[src/design/reliable_packet_ack_tracker_defines.svh]
// Assertion macros for the reliable packet ack tracker
`ifndef RELIABLE_PACKET_ACK_TRACKER_DEFINES_SVH
`define RELIABLE_PACKET_ACK_TRACKER_DEFINES_SVH
`ifndef SYNTHESIS
`define RPAT_ASSERT(label, clk, rstn, prop) \
    label: assert property (@(posedge clk) disable iff (!rstn) prop) \
        else $error("rpat assertion failed");
`define RPAT_ASSERT_IMPLY(label, clk, rstn, a, c) \
    label: assert property (@(posedge clk) disable iff (!rstn) (a) |-> (c)) \
        else $error("rpat implication failed");
`else
`define RPAT_ASSERT(label, clk, rstn, prop)
`define RPAT_ASSERT_IMPLY(label, clk, rstn, a, c)
`endif
`endif

[src/design/rpat_pkg.sv]
// Types, constants and control structs of the reliable packet ack tracker
package rpat_pkg;

    localparam int TABLE_DEPTH = 16;
    localparam int ACK_WINDOW  = 32;
    localparam int IDX_W       = $clog2(TABLE_DEPTH);
    localparam int SEQ_W       = 32;
    localparam int TIME_W      = 48;
    localparam int CNT_W       = 8;
    localparam int INTV_W      = 16;
    localparam int CFG_IDX_W   = 8;
    localparam int CFG_DATA_W  = 16;

    localparam logic [1:0] ACT_SENT  = 2'd0;
    localparam logic [1:0] ACT_ACK   = 2'd1;
    localparam logic [1:0] ACT_TICK  = 2'd2;
    localparam logic [1:0] ACT_CLEAR = 2'd3;

    localparam logic [1:0] KIND_DONE    = 2'd0;
    localparam logic [1:0] KIND_RESEND  = 2'd1;
    localparam logic [1:0] KIND_GIVE_UP = 2'd2;

    localparam logic [CFG_IDX_W-1:0] CFG_INTERVAL    = CFG_IDX_W'(0);
    localparam logic [CFG_IDX_W-1:0] CFG_MAX_RESENDS = CFG_IDX_W'(1);

    localparam logic [INTV_W-1:0] INTERVAL_RESET = INTV_W'(1000);
    localparam logic [CNT_W-1:0]  MAX_RESET      = CNT_W'(5);

    typedef struct packed {
        logic [1:0]        action;
        logic [SEQ_W-1:0]  sequence_req;
        logic [31:0]       ack_bits;
        logic              reliable;
        logic [TIME_W-1:0] now_ms;
    } req_t;

    typedef struct packed {
        logic [1:0]       kind;
        logic [SEQ_W-1:0] out_sequence;
        logic [CNT_W-1:0] attempt;
        logic             table_full;
        logic             last;
    } rsp_t;

    typedef struct packed {
        logic       load_req;
        logic       scan_start;
        logic       scan_next;
        logic       send_note;
        logic       send_write;
        logic       ack_clear;
        logic       clear_all;
        logic       tick_start;
        logic       pick_note;
        logic       pick_go;
        logic       eval_visit;
        logic       resend_update;
        logic       give_up;
        logic       emit;
        logic [1:0] emit_kind;
    } ctl_cmd_t;

    typedef struct packed {
        logic [1:0] action;
        logic       reliable;
        logic       idx_last;
        logic       have_pick;
        logic       due;
        logic       limit_hit;
        logic       limit_next;
        logic       out_free;
    } dp_status_t;

endpackage

[src/design/rpat_dp.sv]
// Datapath: entry table, scan index, request and result registers, config
module rpat_dp import rpat_pkg::*; (
    input  logic                  aclk,
    input  logic                  aresetn,
    input  req_t                  s_payload,
    input  logic                  cfg_we,
    input  logic [CFG_IDX_W-1:0]  cfg_index,
    input  logic [CFG_DATA_W-1:0] cfg_data,
    input  ctl_cmd_t              cmd,
    output dp_status_t            status,
    input  logic                  m_ready,
    output logic                  m_valid,
    output rsp_t                  m_payload
);

    req_t                    req_reg;
    logic [IDX_W-1:0]        idx_reg;
    logic [TABLE_DEPTH-1:0]  valid_reg;
    logic [TABLE_DEPTH-1:0]  visited_reg;
    logic [SEQ_W-1:0]        seq_reg  [TABLE_DEPTH];
    logic [TIME_W-1:0]       time_reg [TABLE_DEPTH];
    logic [CNT_W-1:0]        cnt_reg  [TABLE_DEPTH];
    logic                    match_found_reg;
    logic [IDX_W-1:0]        match_idx_reg;
    logic                    free_found_reg;
    logic [IDX_W-1:0]        free_idx_reg;
    logic                    full_reg;
    logic                    pick_have_reg;
    logic [IDX_W-1:0]        pick_idx_reg;
    logic [SEQ_W-1:0]        pick_seq_reg;
    logic [INTV_W-1:0]       interval_reg;
    logic [CNT_W-1:0]        max_reg;
    logic                    out_valid_reg;
    rsp_t                    out_reg;

    logic [SEQ_W-1:0]  cur_seq;
    logic [TIME_W-1:0] cur_time;
    logic [CNT_W-1:0]  cur_cnt;
    logic              cur_valid;
    logic [CNT_W-1:0]  cnt_inc;
    logic [SEQ_W-1:0]  diff;
    logic [4:0]        bit_sel;
    logic              acked;
    logic [TIME_W-1:0] elapsed;
    logic              out_free;
    logic [IDX_W-1:0]  slot;
    rsp_t              emit_val;

    assign cur_seq   = seq_reg[idx_reg];
    assign cur_time  = time_reg[idx_reg];
    assign cur_cnt   = cnt_reg[idx_reg];
    assign cur_valid = valid_reg[idx_reg];
    assign cnt_inc   = cur_cnt + CNT_W'(1);

    assign diff    = req_reg.sequence_req - cur_seq;
    assign bit_sel = diff[4:0] - 5'd1;
    assign acked   = (cur_seq <= req_reg.sequence_req) &&
                     ((diff == '0) ||
                      ((diff <= SEQ_W'(ACK_WINDOW)) && req_reg.ack_bits[bit_sel]));

    assign elapsed  = (req_reg.now_ms > cur_time) ? (req_reg.now_ms - cur_time) : '0;
    assign out_free = !out_valid_reg || m_ready;
    assign slot     = match_found_reg ? match_idx_reg : free_idx_reg;

    always_comb begin
        emit_val = '0;
        emit_val.kind = cmd.emit_kind;
        case (cmd.emit_kind)
            KIND_RESEND: begin
                emit_val.out_sequence = cur_seq;
                emit_val.attempt      = cnt_inc;
            end
            KIND_GIVE_UP: begin
                emit_val.out_sequence = cur_seq;
                emit_val.attempt      = cur_cnt;
            end
            default: begin
                emit_val.table_full = full_reg;
                emit_val.last       = 1'b1;
            end
        endcase
    end

    assign status.action     = req_reg.action;
    assign status.reliable   = req_reg.reliable;
    assign status.idx_last   = (idx_reg == IDX_W'(TABLE_DEPTH - 1));
    assign status.have_pick  = pick_have_reg;
    assign status.due        = (elapsed >= TIME_W'(interval_reg));
    assign status.limit_hit  = (cur_cnt >= max_reg);
    assign status.limit_next = (cnt_inc >= max_reg);
    assign status.out_free   = out_free;

    assign m_valid   = out_valid_reg;
    assign m_payload = out_reg;

    // control state
    always_ff @(posedge aclk) begin
        if (!aresetn) begin
            valid_reg     <= '0;
            out_valid_reg <= 1'b0;
            interval_reg  <= INTERVAL_RESET;
            max_reg       <= MAX_RESET;
        end else begin
            if (cfg_we) begin
                if (cfg_index == CFG_INTERVAL) begin
                    interval_reg <= cfg_data;
                end else if (cfg_index == CFG_MAX_RESENDS) begin
                    max_reg <= cfg_data[CNT_W-1:0];
                end
            end
            if (cmd.emit) begin
                out_valid_reg <= 1'b1;
            end else if (m_ready) begin
                out_valid_reg <= 1'b0;
            end
            if (cmd.send_write && (match_found_reg || free_found_reg)) begin
                valid_reg[slot] <= 1'b1;
            end
            if (cmd.ack_clear && cur_valid && acked) begin
                valid_reg[idx_reg] <= 1'b0;
            end
            if (cmd.give_up) begin
                valid_reg[idx_reg] <= 1'b0;
            end
            if (cmd.clear_all) begin
                valid_reg <= '0;
            end
        end
    end

    // datapath registers
    always_ff @(posedge aclk) begin
        if (cmd.load_req) begin
            req_reg  <= s_payload;
            full_reg <= 1'b0;
        end
        if (cmd.scan_start) begin
            idx_reg         <= '0;
            match_found_reg <= 1'b0;
            free_found_reg  <= 1'b0;
            pick_have_reg   <= 1'b0;
        end
        if (cmd.scan_next) begin
            idx_reg <= idx_reg + IDX_W'(1);
        end
        if (cmd.send_note) begin
            if (cur_valid && (cur_seq == req_reg.sequence_req) && !match_found_reg) begin
                match_found_reg <= 1'b1;
                match_idx_reg   <= idx_reg;
            end
            if (!cur_valid && !free_found_reg) begin
                free_found_reg <= 1'b1;
                free_idx_reg   <= idx_reg;
            end
        end
        if (cmd.send_write) begin
            if (match_found_reg || free_found_reg) begin
                seq_reg[slot]  <= req_reg.sequence_req;
                time_reg[slot] <= req_reg.now_ms;
                cnt_reg[slot]  <= '0;
            end else begin
                full_reg <= 1'b1;
            end
        end
        if (cmd.tick_start) begin
            visited_reg <= '0;
        end
        if (cmd.pick_note) begin
            if (cur_valid && !visited_reg[idx_reg] &&
                (!pick_have_reg || (cur_seq < pick_seq_reg))) begin
                pick_have_reg <= 1'b1;
                pick_idx_reg  <= idx_reg;
                pick_seq_reg  <= cur_seq;
            end
        end
        if (cmd.pick_go) begin
            idx_reg <= pick_idx_reg;
        end
        if (cmd.eval_visit) begin
            visited_reg[idx_reg] <= 1'b1;
        end
        if (cmd.resend_update) begin
            time_reg[idx_reg] <= req_reg.now_ms;
            cnt_reg[idx_reg]  <= cnt_inc;
        end
        if (cmd.emit) begin
            out_reg <= emit_val;
        end
    end

endmodule

[src/design/rpat_ctrl.sv]
// Controller: sequences scans, resend decisions and result emission
module rpat_ctrl import rpat_pkg::*; (
    input  logic       aclk,
    input  logic       aresetn,
    input  logic       s_valid,
    output logic       s_ready,
    input  dp_status_t status,
    output ctl_cmd_t   cmd
);

    typedef enum logic [3:0] {
        S_IDLE,
        S_DECODE,
        S_SEND_SCAN,
        S_SEND_WRITE,
        S_ACK_SCAN,
        S_TICK_SEARCH,
        S_TICK_SELECT,
        S_TICK_EVAL,
        S_TICK_GIVEUP,
        S_DONE
    } state_t;

    state_t state_reg;
    state_t state_next;

    assign s_ready = (state_reg == S_IDLE);

    always_comb begin
        state_next = state_reg;
        cmd        = '0;
        unique case (state_reg)
            S_IDLE: begin
                if (s_valid) begin
                    cmd.load_req   = 1'b1;
                    cmd.scan_start = 1'b1;
                    state_next     = S_DECODE;
                end
            end
            S_DECODE: begin
                unique case (status.action)
                    ACT_SENT:  state_next = status.reliable ? S_SEND_SCAN : S_DONE;
                    ACT_ACK:   state_next = S_ACK_SCAN;
                    ACT_TICK: begin
                        cmd.tick_start = 1'b1;
                        state_next     = S_TICK_SEARCH;
                    end
                    default: begin
                        cmd.clear_all = 1'b1;
                        state_next    = S_DONE;
                    end
                endcase
            end
            S_SEND_SCAN: begin
                cmd.send_note = 1'b1;
                cmd.scan_next = 1'b1;
                if (status.idx_last) begin
                    state_next = S_SEND_WRITE;
                end
            end
            S_SEND_WRITE: begin
                cmd.send_write = 1'b1;
                state_next     = S_DONE;
            end
            S_ACK_SCAN: begin
                cmd.ack_clear = 1'b1;
                cmd.scan_next = 1'b1;
                if (status.idx_last) begin
                    state_next = S_DONE;
                end
            end
            S_TICK_SEARCH: begin
                cmd.pick_note = 1'b1;
                cmd.scan_next = 1'b1;
                if (status.idx_last) begin
                    state_next = S_TICK_SELECT;
                end
            end
            S_TICK_SELECT: begin
                if (status.have_pick) begin
                    cmd.pick_go = 1'b1;
                    state_next  = S_TICK_EVAL;
                end else begin
                    state_next = S_DONE;
                end
            end
            S_TICK_EVAL: begin
                if (!status.due) begin
                    cmd.eval_visit = 1'b1;
                    cmd.scan_start = 1'b1;
                    state_next     = S_TICK_SEARCH;
                end else if (status.out_free) begin
                    cmd.eval_visit = 1'b1;
                    cmd.emit       = 1'b1;
                    if (status.limit_hit) begin
                        cmd.emit_kind  = KIND_GIVE_UP;
                        cmd.give_up    = 1'b1;
                        cmd.scan_start = 1'b1;
                        state_next     = S_TICK_SEARCH;
                    end else begin
                        cmd.emit_kind     = KIND_RESEND;
                        cmd.resend_update = 1'b1;
                        if (status.limit_next) begin
                            state_next = S_TICK_GIVEUP;
                        end else begin
                            cmd.scan_start = 1'b1;
                            state_next     = S_TICK_SEARCH;
                        end
                    end
                end
            end
            S_TICK_GIVEUP: begin
                if (status.out_free) begin
                    cmd.emit       = 1'b1;
                    cmd.emit_kind  = KIND_GIVE_UP;
                    cmd.give_up    = 1'b1;
                    cmd.scan_start = 1'b1;
                    state_next     = S_TICK_SEARCH;
                end
            end
            S_DONE: begin
                if (status.out_free) begin
                    cmd.emit      = 1'b1;
                    cmd.emit_kind = KIND_DONE;
                    state_next    = S_IDLE;
                end
            end
            default: state_next = S_IDLE;
        endcase
    end

    always_ff @(posedge aclk) begin
        if (!aresetn) begin
            state_reg <= S_IDLE;
        end else begin
            state_reg <= state_next;
        end
    end

endmodule

[src/design/reliable_packet_ack_tracker.sv]
// Top level of the reliable packet ack tracker
//
//  port group  direction  handshake           carries
//  s_*         in         s_valid / s_ready   req_t request
//  m_*         out        m_valid / m_ready   rsp_t result
//  cfg_*       in         cfg_valid/cfg_ready register index and data
//
// One request at a time. Reliable sent and ack each make one table scan;
// unreliable sent and clear make none.
// Tick: one min-sequence scan per entry visited plus a last one that finds none;
// a resend that reaches the limit adds a give-up step in S_TICK_GIVEUP.
// A stalled m_ready holds the sequencer at its next result; the input waits
// until the request's last result is in the output register.
// Reset empties the table and loads the register defaults.
`include "reliable_packet_ack_tracker_defines.svh"
module reliable_packet_ack_tracker import rpat_pkg::*; (
    input  logic                  aclk,
    input  logic                  aresetn,
    input  logic                  s_valid,
    output logic                  s_ready,
    input  req_t                  s_payload,
    output logic                  m_valid,
    input  logic                  m_ready,
    output rsp_t                  m_payload,
    input  logic                  cfg_valid,
    output logic                  cfg_ready,
    input  logic [CFG_IDX_W-1:0]  cfg_index,
    input  logic [CFG_DATA_W-1:0] cfg_data
);

    ctl_cmd_t   cmd;
    dp_status_t status;

    assign cfg_ready = 1'b1;

    rpat_ctrl u_ctrl (
        .aclk    (aclk),
        .aresetn (aresetn),
        .s_valid (s_valid),
        .s_ready (s_ready),
        .status  (status),
        .cmd     (cmd)
    );

    rpat_dp u_dp (
        .aclk      (aclk),
        .aresetn   (aresetn),
        .s_payload (s_payload),
        .cfg_we    (cfg_valid && cfg_ready),
        .cfg_index (cfg_index),
        .cfg_data  (cfg_data),
        .cmd       (cmd),
        .status    (status),
        .m_ready   (m_ready),
        .m_valid   (m_valid),
        .m_payload (m_payload)
    );

    `RPAT_ASSERT(a_busy_after_req, aclk, aresetn, (s_valid && s_ready) |=> !s_ready)
    `RPAT_ASSERT_IMPLY(a_last_is_done, aclk, aresetn,
        m_valid && m_payload.last, m_payload.kind == KIND_DONE)
    `RPAT_ASSERT_IMPLY(a_done_is_last, aclk, aresetn,
        m_valid && (m_payload.kind == KIND_DONE), m_payload.last)
    `RPAT_ASSERT_IMPLY(a_full_on_done, aclk, aresetn,
        m_valid && m_payload.table_full, m_payload.last)

endmodule

[config.mk]
export PLATFORM = sky130hd
export DESIGN_NAME = reliable_packet_ack_tracker
export DESIGN_NICKNAME = d
export VERILOG_FILES = /design/src/design/rpat_pkg.sv /design/src/design/rpat_dp.sv /design/src/design/rpat_ctrl.sv /design/src/design/reliable_packet_ack_tracker.sv
export VERILOG_INCLUDE_DIRS = /design/src /design/src/design
export SDC_FILE = /design/constraint.sdc
export NUM_CORES = 2
export LEC_CHECK = 0
export ABC_AREA = 1
export BUFFER_PORTS_ARGS = -buffer_cell sky130_fd_sc_hd__buf_2
export CORE_ASPECT_RATIO = 2
export CORE_MARGIN = 2
export CORE_UTILIZATION = 46
export DETAILED_ROUTE_END_ITERATION = 8
export PLACE_DENSITY_LB_ADDON = 0.08
export SYNTH_ARGS = -nofsm -noshare
export SYNTH_HDL_FRONTEND = slang
export SYNTH_SLANG_ARGS = --single-unit
[constraint.sdc]
create_clock -name aclk -period 7.43 [get_ports aclk]
set_input_delay 0.743 -clock aclk [delete_from_list [all_inputs] [get_ports aclk]]
set_output_delay 0.743 -clock aclk [all_outputs]
set_load 0.1 [all_outputs]
==> flow_summary.yaml <==
floorplanning:
  coreArea_mm2: 0.161
  die_w_um: 288
  rows: 208
  start_util_pct: 46.3
  pin_count: 191
  die_h_um: 572
  die_area_mm2: 0.165
finish:
  area_growth_pct: 14.2
  final_nets: 6795
  register_area_mm2: 0.0499
  final_layout_size_suffix_gt1_share_pct: 11.8
  multi_input_area_mm2: 0.0204
  fillCellCount: 13800
  largest_reg_flops: 768
  design_area_mm2: 0.0849
timing:
  fmax_mhz: 139
  worstMarginPinSlew_ns: 1.41
  finClkSkew_ns: 0.0522
  slew_headroom_pct: 6.22
  setup-violations-final: 0
  drv_slew: 0
  fin_crit_ns: 7.17
  final-hold-violation-count: 0
  timing.final.ws_setup_ns: 0.260
  fin_crit_sh_pct: 96.5
  grt_setup_unrepaired: "no"
grt:
  grt_pass1_vias: 49500
  antenna_found_initial: 7
  track_usage_pct: 28.6
  grt_max_degree: 167
  grt.overflow.total: 0
  grt_first_pass_wirelength_um: 338000
cts:
  cts_post_setup_buffers_inserted: 0
  postCtsHoldBufs: 0
  cts_root_buffer: "clkbuf_16"
  clkLatencyLatePin_ns: 0.83
  tritoncts: "yes"
  cts_buffer_depth: 4
  ctsResizeCount: 0
  cts_made_buffers: 162
  clk_pin_slew_ns: 0.07
  cts_max_level: 4
  cts.sink_count: 1684
logic_synthesis:
  synthCells: 6173
  syn-cell-area_mm2: 0.0743
  ys_seq_area_share_pct: 67.1
  ys_seq_elements: 1684
  async_flop_share_pct: 0
  ys.flop_type: "edfxtp_1"
  synth_edf_count: 1615
  ys_types: 59
  syn_area_per_cell_um2: 12.0
  ys_warn_count: 0
  syn_nets: 6474
placed_design:
  placed_cell_area_mm2: 0.0798
  gpl.final_weighted_congestion: 0.972
  dp_hpwl_um: 164000
  io_buffers: 189
  dpl_worst_slack_ns: 0.365
power_and_ir_drop:
  peakVddDrop_v: 0.000225
  powerDensity_mw_per_mm2: 433
  leakagePower_nw: 31.5
run_status:
  status: "finished clean"
route:
  drtIter0Drc: 3392
  viasPerCell: 5.60
  drtPass1Iterations: 5
  finalWirelength_um: 238000
  drc: 0
  via_count: 48800
  ant_nets: 0
  wl_per_cell_um: 27.3
worst_setup_path:
  critPathMaxFanout: 166
  crit_required_ns: 8.11
  cp-end-kind: "flop"
  path_class: "reg2reg"
  critPathArrivalTime_ns: 7.85
  cp-start-kind: "flop"
hold_path:
  hp-class: "in2reg"
run:
  drv_cap: 0
report_power, final:
| group | total [W] | switching [W] | internal [W] |
|---|---|---|---|
| sequential | 0.0120 | 0.000683 | 0.0113 |
| combinational | 0.0166 | 0.0115 | 0.00511 |
| clock | 0.00815 | 0.00360 | 0.00455 |
worst max-delay path: stages (launching register included):
cell	delay, ns
dfxtp_4	0.50
buf_12	0.19
buf_12	0.27
o21ai_0	0.29
nand3_1	0.15
nand3_1	0.31
nand2_1	0.24
ha_1	0.18
inv_1	0.15
fa_1	0.45
nand3_1	0.12
nand2_1	0.10
a21oi_1	0.28
o21ai_0	0.33
nand2_1	0.19
nand2_1	0.13
xnor2_1	0.56
nand4_1	0.47
nor2_1	0.32
nand4_1	0.13
nor2_1	0.10
nand3_1	0.38
nand2_4	0.45
a21oi_1	0.11
metal layers:
metal	share of wire, %	wire, um	vias to the layer above	track usage, %
met2	55	132000	1400	55.2
met3	3.6	8490	503	2.85
met5	0.020	47	-	0
li1	-	-	22700	-
met4	5.7	13500	6	14.8
met1	35	84100	24200	30.4
final timing paths:
kind	from	to	slack, ns	cells after the start
worst max-delay path	flop	u_dp.valid_reg[15]	0.26	23
worst min-delay path	s_payload[106]	u_dp.req_reg[106]	0.09	1
worst max register to register	flop	u_dp.valid_reg[15]	0.26	23
worst min register to register	u_dp.free_found_reg	u_dp.free_found_reg	0.47	2
cell usage after synthesis (3+ instances only):
cell type | number | area [um2]
a211oi_1 | 3 | 22.5
a21boi_0 | 5 | 37.5
a21o_1 | 6 | 45.0
a21oi_1 | 507 | 2540
a21oi_2 | 12 | 105
a22o_1 | 17 | 149
a31oi_1 | 6 | 37.5
and2_1 | 3 | 18.8
and3_1 | 3 | 18.8
buf_1 | 23 | 86.3
buf_2 | 50 | 250
buf_4 | 4 | 30.0
buf_6 | 3 | 33.8
clkbuf_1 | 204 | 766
clkinv_1 | 4 | 15.0
dfxtp_1 | 69 | 1380
edfxtp_1 | 1615 | 48500
ha_1 | 155 | 1940
inv_1 | 807 | 3030
inv_2 | 7 | 26.3
mux2i_1 | 348 | 3480
nand2_1 | 714 | 2680
nand2_2 | 10 | 62.6
nand2_4 | 3 | 33.8
nand3_1 | 176 | 881
nand3_2 | 7 | 70.1
nand3b_1 | 14 | 105
nand4_1 | 20 | 125
nor2_1 | 302 | 1130
nor2_2 | 9 | 56.3
nor2_4 | 4 | 45.0
nor3_1 | 24 | 120
o211ai_1 | 360 | 2700
o21a_1 | 4 | 30.0
o21ai_0 | 569 | 2850
o21ai_2 | 5 | 43.8
o21bai_1 | 10 | 75.1
o22ai_1 | 12 | 75.1
or2_2 | 7 | 43.8
xnor2_1 | 33 | 289
xor2_1 | 14 | 123
area by class of cell:
class                      count  share of cell area, %
clock buffer                 183                   4.88
timing repair buffer         442                   4.41
clock inverter                98                   1.12
antenna                        6                 0.0177
tap                         2100                   3.09
multi-input combinational   3385                   24.1
inverter                     819                   3.65
sequential                  1684                   58.8
through the flow:
step	setup TNS, ns	std cells	total power [W]	util (%)	hold WS (ns)
2_1_floorplan	-727.00	6173	0.0222	-	0.435
3_3_place_gp	0	8430	0.0289	49.7	0.449
3_5_place_dp	0	8430	0.0289	49.7	0.457
4_1_cts	0	8711	0.0370	52.9	0.0552
5_1_grt	0	8715	0.0387	52.9	0.0599
6_report	0	8717	0.0368	52.9	0.0880
layout by cell type, fill, tap and decap left out, drive strengths merged, types with 69 or more instances in the layout:
cell / Yosys / final
edfxtp: 1615 / 1615
inv: 815 / 823
nand2: 727 / 727
o21ai: 576 / 576
a21oi: 519 / 519
buf: 81 / 442
o211ai: 360 / 360
mux2i: 348 / 348
nor2: 315 / 315
nand3: 185 / 185
clkbuf: 204 / 183
ha: 155 / 155
dfxtp: 69 / 69
clkinv: 4 / 69
cells by family (layout without fill, tap and decap cells):
kind of cell,after synthesis,in the layout,share of synthesized area [%]
fa+ha+maj,157,157,2.66
other cells,1,7,0.00505
buf+inv,1104,1542,5.73
mux,348,348,4.69
simple gates,1302,1302,7.34
flops,1684,1684,67.1
xor+xnor,47,47,0.554
compound gates,1530,1530,11.9
Power figures use the tool's default switching activity.
